==> src/hw/rtl/adam_weight_update_macros.svh <==
// Assertion macros for the Adam weight update block
`ifndef ADAM_WEIGHT_UPDATE_MACROS_SVH
`define ADAM_WEIGHT_UPDATE_MACROS_SVH

// same-cycle implication
`define AWU_CHK_NOW(lbl, ck, rn, ante, cons, msg) \
	lbl: assert property (@(posedge ck) disable iff (!rn) (ante) |-> (cons)) else $error(msg);

// next-cycle implication
`define AWU_CHK_NXT(lbl, ck, rn, ante, cons, msg) \
	lbl: assert property (@(posedge ck) disable iff (!rn) (ante) |=> (cons)) else $error(msg);

`endif

==> src/hw/rtl/awu_pkg.sv <==
// Shared constants and types of the Adam weight update block
`default_nettype none
package awu_pkg;
	localparam int DEPTH       = 4096;
	localparam int SLOT_W      = $clog2(DEPTH);
	localparam int IDX_W       = 12;
	localparam int DATA_W      = 32;
	localparam int FRAC_W      = 16;
	localparam int BETA_W      = 16;
	localparam int LR_W        = 24;
	localparam int EPS_W       = 16;
	localparam int CORR_W      = 28;
	localparam int CFG_IDX_W   = 3;
	localparam int CFG_DATA_W  = 28;
	localparam int IN_TDATA_W  = ((IDX_W + 2 * DATA_W + 7) / 8) * 8;
	localparam int OUT_TDATA_W = ((IDX_W + DATA_W + 7) / 8) * 8;
	localparam int G2_W        = 2 * DATA_W - FRAC_W;
	localparam int PROD_W      = DATA_W + CORR_W;
	localparam int HALF_W      = PROD_W / 2;
	localparam int ROOT_W      = PROD_W / 2;
	localparam int NUM_W       = PROD_W + LR_W;
	localparam int DEN_W       = ROOT_W + 1;
	localparam int STEP_SH     = LR_W;
	localparam int STEP_LOG    = 33;
	localparam int STEP_W      = STEP_LOG + 1;
	localparam int QUO_W       = STEP_LOG + STEP_SH + 1;

	typedef enum logic [CFG_IDX_W-1:0] {
		CFG_BETA_FIRST   = 3'd0,
		CFG_BETA_SECOND  = 3'd1,
		CFG_LEARN_RATE   = 3'd2,
		CFG_EPSILON      = 3'd3,
		CFG_FIRST_CORR   = 3'd4,
		CFG_SECOND_CORR  = 3'd5
	} cfg_reg_t;

	typedef struct packed {
		logic [IDX_W-1:0]         idx;
		logic signed [DATA_W-1:0] w;
		logic                     neg;
	} item_tag_t;

	typedef struct packed {
		item_tag_t        tag;
		logic [NUM_W-1:0] num;
	} sq_pay_t;
endpackage
`default_nettype wire

==> src/hw/rtl/awu_sqrt.sv <==
// Pipelined integer square root, two result bits per stage
`default_nettype none
module awu_sqrt (
	input  logic                         clk,
	input  logic                         arst_n,
	input  logic                         en,
	input  logic                         in_vld,
	input  logic [awu_pkg::PROD_W-1:0]   in_x,
	input  awu_pkg::sq_pay_t             in_pay,
	output logic                         out_vld,
	output logic [awu_pkg::ROOT_W-1:0]   out_root,
	output awu_pkg::sq_pay_t             out_pay
);
	localparam int XW    = awu_pkg::PROD_W;
	localparam int RW    = awu_pkg::ROOT_W;
	localparam int REM_W = RW + 2;
	localparam int TW    = REM_W + 2;
	localparam int NSQ   = RW / 2;

	function automatic logic [REM_W+RW-1:0] sq_step(input logic [REM_W-1:0] rem,
		input logic [RW-1:0] root, input logic [1:0] xb);
		logic [TW-1:0] t;
		logic [TW-1:0] trial;
		t     = {rem, xb};
		trial = TW'({root, 2'b01});
		if (t >= trial) begin
			sq_step = {REM_W'(t - trial), root[RW-2:0], 1'b1};
		end else begin
			sq_step = {t[REM_W-1:0], root[RW-2:0], 1'b0};
		end
	endfunction

	logic                  vld_s  [NSQ];
	logic [RW-1:0]         root_s [NSQ];
	awu_pkg::sq_pay_t      pay_s  [NSQ];
	logic [REM_W-1:0]      rem_s  [NSQ-1];
	logic [XW-1:0]         x_s    [NSQ-1];

	for (genvar k = 0; k < NSQ; k++) begin : g_st
		logic                  vld_in;
		logic [REM_W-1:0]      rem_in;
		logic [RW-1:0]         root_in;
		logic [XW-1:0]         x_in;
		awu_pkg::sq_pay_t      pay_in;
		logic [REM_W+RW-1:0]   sa, sb;

		if (k == 0) begin : g_first
			assign vld_in  = in_vld;
			assign rem_in  = '0;
			assign root_in = '0;
			assign x_in    = in_x;
			assign pay_in  = in_pay;
		end else begin : g_next
			assign vld_in  = vld_s[k-1];
			assign rem_in  = rem_s[k-1];
			assign root_in = root_s[k-1];
			assign x_in    = x_s[k-1];
			assign pay_in  = pay_s[k-1];
		end

		assign sa = sq_step(rem_in, root_in, x_in[XW-1-4*k -: 2]);
		assign sb = sq_step(sa[REM_W+RW-1:RW], sa[RW-1:0], x_in[XW-3-4*k -: 2]);

		always_ff @(posedge clk or negedge arst_n) begin
			if (!arst_n) begin
				vld_s[k] <= 1'b0;
			end else if (en) begin
				vld_s[k] <= vld_in;
			end
		end

		always_ff @(posedge clk) begin
			if (en) begin
				root_s[k] <= sb[RW-1:0];
				pay_s[k]  <= pay_in;
			end
		end

		if (k < NSQ - 1) begin : g_carry
			always_ff @(posedge clk) begin
				if (en) begin
					rem_s[k] <= sb[REM_W+RW-1:RW];
					x_s[k]   <= x_in;
				end
			end
		end
	end

	assign out_vld  = vld_s[NSQ-1];
	assign out_root = root_s[NSQ-1];
	assign out_pay  = pay_s[NSQ-1];
endmodule
`default_nettype wire

==> config.mk <==
export PLATFORM = sky130hd
export DESIGN_NAME = awu_sqrt
export DESIGN_NICKNAME = d
export VERILOG_FILES = /design/src/hw/rtl/adam_weight_update_macros.svh /design/src/hw/rtl/awu_pkg.sv /design/src/hw/rtl/awu_sqrt.sv
export SDC_FILE = /design/constraint.sdc
export NUM_CORES = 2
export LEC_CHECK = 0
export BUFFER_PORTS_ARGS = -buffer_cell sky130_fd_sc_hd__buf_2
export CAP_MARGIN = 5
export CORE_UTILIZATION = 25
export CTS_CLUSTER_SIZE = 25
export DETAILED_ROUTE_END_ITERATION = 7
export PLACE_DENSITY_LB_ADDON = 0.1
export SYNTH_ARGS = -nofsm -noshare
export SYNTH_HDL_FRONTEND = slang
export SYNTH_SLANG_ARGS = --single-unit
==> constraint.sdc <==
create_clock -name clk -period 6.45 [get_ports clk]
set_input_delay 0.645 -clock clk [delete_from_list [all_inputs] [get_ports clk]]
set_output_delay 0.645 -clock clk [all_outputs]
set_load 0.01 [all_outputs]
==> metrics.yaml <==
crit_required_ns: 7.09
post-route-min-period_ns: 6.11
routed_wl_microns: 309000
worstPathMaxFanout: 9
p_comb_share_pct: 25.1
outcome: "complete, no violations"
postRouteAntennaNets: 0
synth_area_leaders: "edfxtp_1 (70%), ha_1 (4.8%), xnor2_1 (2.9%)"
grt_pass1_wl_microns: 466000
grt_pass1_vias: 75800
num_io_pins: 353
clockBufferDepth: 4
die_y_microns: 721
worst-setup-path-type: "reg2reg"
synth_area_sq_um: 129000
vdd_drop_max_uv: 264
sw_frac_of_total_pct: 30.3
slowest_delay_ns: 0.45
drc: 0
whs_path_depth: 1
tns_ns: 0
gp_congestion: 0.852
cts_tree: "done"
synth_most_common_cell: "edfxtp_1"
max_freq_ghz: 0.164
synth_warnings: 0
initial_core_util_pct: 25.1
cts_buffers: 364
timing.final.ws_setup_ns: 0.341
yosysUniqueCellTypes: 110
fin_skew_ns: 0.0994
slowest_stage: "a2111oi_1"
cts.sinks: 3037
avgSynthCellArea_sq_um: 14.5
cts-root-buf: "clkbuf_16"
die_area_sq_um: 519000
synthCells: 8878
dp_slack_ns: -0.617
drt-initial-drc-count: 4608
setup_violations: 0
hpwl_microns: 217000
hp-class: "in2reg"
power.density_nw_per_um2: 392
arrival_ns: 6.75
finalCritPeriodShare_pct: 94.7
core_area_sq_um: 514000
finalHoldViolations: 0
antenna_found_initial: 24
rows: 263
end_kind: "flip-flop"
reg2regPathDepth: 28
internal_power_uw: 42700
fp.dieW_microns: 721
pwr-share-clk_pct: 33.3
area_growth_pct: 21.1
drive_above_1_share_pct: 14.7
tightest_slew_ns: 1.26
design_area_sq_um: 156000
yosysSeqAreaShare_pct: 70.6
yosys_most_used_dff: "edfxtp_1"
io_buffers: 352
p_seq_share_pct: 41.6
p_sw_uw: 18500
start_kind: "flip-flop"
relSlewSlack_pct: 16.0
synth_edf_count: 3022
firstDrtPassIters: 7
grt.overflow.total: 0
place_area_sq_um: 142000
cts.clk_slew.worst_paths_ns: 0.06
maxSlewViolCount: 0
synth_top_cell_by_area: "edfxtp_1"
drv_cap: 0
h-tree-depth: 5
wire_per_inst_microns: 17.9
via_count: 74200
grt_start_max_net_pins: 187
synth.ff_latch_count: 3037
final_nets: 10700
track_usage_pct: 11.5
synthArstFlopShare_pct: 0.494
synth_top_area_share_pct: 70.3
clk_latency_ns: 0.95
yosys-top-cells-count: "edfxtp_1 (3022), nor2_1 (572), a21oi_1 (561)"
vias_per_cell: 4.30
power.leakage_uw: 0.0572
[logic make-up (layout without fill, tap and decap cells)]
| group | count (synthesis) | in the layout | share of synthesized area [%] |
|---|---|---|---|
| buffers and inverters | 608 | 2075 | 1.83 |
| and+or+nand+nor | 2199 | 2199 | 8.49 |
| xor gates and xnor gates | 686 | 686 | 4.65 |
| DFF | 3037 | 3037 | 70.6 |
| adders and majority gates | 493 | 493 | 4.78 |
| muxes | 135 | 135 | 1.17 |
| other | 1 | 12 | 0.00290 |
| AOI/OAI and AO/OA | 1719 | 1719 | 8.51 |
[layer usage]
| metal | global-route usage, % | vias to the layer above | share of wire [%] |
|---|---|---|---|
| li1 | - | 36100 | - |
| met1 | 15.6 | 36100 | 47 |
| met2 | 18.4 | 1410 | 45 |
| met3 | 1.78 | 588 | 3.9 |
| met4 | 4.21 | 12 | 3.8 |
| met5 | 0 | - | 0.028 |
[power by group through the flow]
stage                     logic (uW)  registers [uW]  clock network (uW)
after floorplan                10100           25300                   0
after global placement         15300           25900                   0
after detailed placement       15200           25900                   0
after CTS                      15400           25500               21500
after global routing           17000           25700               22100
final                          15400           25500               20400
[worst paths after layout]
check | startpoint | endpoint | slack [ns]
min in group asynchronous | arst_n | g_st[2].vld_in$_DFFE_PN0P_ | 0.14
max | root_s[1][7]$_DFFE_PP_ | rem_s[1][59]$_DFFE_PP_ | 0.34
min reg2reg | pay_s[2][31]$_DFFE_PP_ | pay_s[2][160]$_DFFE_PP_ | 0.36
max reg2reg | root_s[1][7]$_DFFE_PP_ | rem_s[1][59]$_DFFE_PP_ | 0.34
min | en | pay_s[0][110]$_DFFE_PP_ | 0.10
max in group asynchronous | arst_n | g_st[9].vld_in$_DFFE_PN0P_ | 5.98
[metrics by stage]
stage / hold slack, ns / utilization (%) / instances / total power (uW)
2_1_floorplan: 0.349 / - / 8880 / 35400
3_3_place_gp: 0.400 / 27.7 / 16400 / 41100
3_5_place_dp: 0.405 / 27.7 / 16400 / 41100
4_1_cts: 0.00452 / 30.4 / 17200 / 62400
5_1_grt: 0.0337 / 30.4 / 17200 / 64800
6_report: 0.105 / 30.4 / 17200 / 61200
[final cells by class]
cell class,count,area (sq um)
Antenna cell,9,22.5
Clock buffer,444,9440
Clock inverter,224,2460
Fill cell,51200,357000
Inverter,440,1650
Multi-Input combinational cell,5235,35800
Sequential cell,3037,91100
Tap cell,6890,8620
Timing Repair Buffer,967,7230
[registers in the layout, summed over array words and instances, names as in the netlist]
| name | cells |
|---|---|
| out_vld | 1 |
| x_s | 420 |
| rem_s | 427 |
| root_s | 240 |
| pay_s | 1935 |
| g_st.vld_in | 14 |
[critical path, delay by kind of cell, from the launching register on]
family | cells | cell delay, ns
xor+xnor | 1 | 0.15
flops | 1 | 0.35
buf+inv | 6 | 0.90
simple gates | 3 | 0.36
compound gates | 16 | 3.47
fa+ha+maj | 2 | 0.61
[cell usage in the layout (no fill, tap or decap), types with 93 or more instances in the layout]
cell           synthesis  layout
inv_1                425     424
mux2_2               105     105
edfxtp_1            3022    3022
nor3_1               161     159
a21o_1               241     241
nand2_1              555     555
dlygate4sd3_1          0     188
ha_1                 493     491
nor2_1               572     572
a21oi_1              561     559
nand3_1              158     157
clkbuf_16              0     365
clkinv_1               6      93
buf_4                  3     397
o21ai_0              342     335
nand4_1              106     106
xnor2_1              421     421
buf_2                 14     351
xor2_1               265     265
[timing repair]
action | 4_1_cts | 5_1_grt
endpoints found under the setup margin | 65 | 137
pin swaps | 1 | 5
cloned | 0 | 1
hold buffers | 188 | 0
resized for setup | 5 | 33
hold endpoints to repair | 202 | 0
setup buffers | 1 | 7
(Power assumes the default switching activity.)
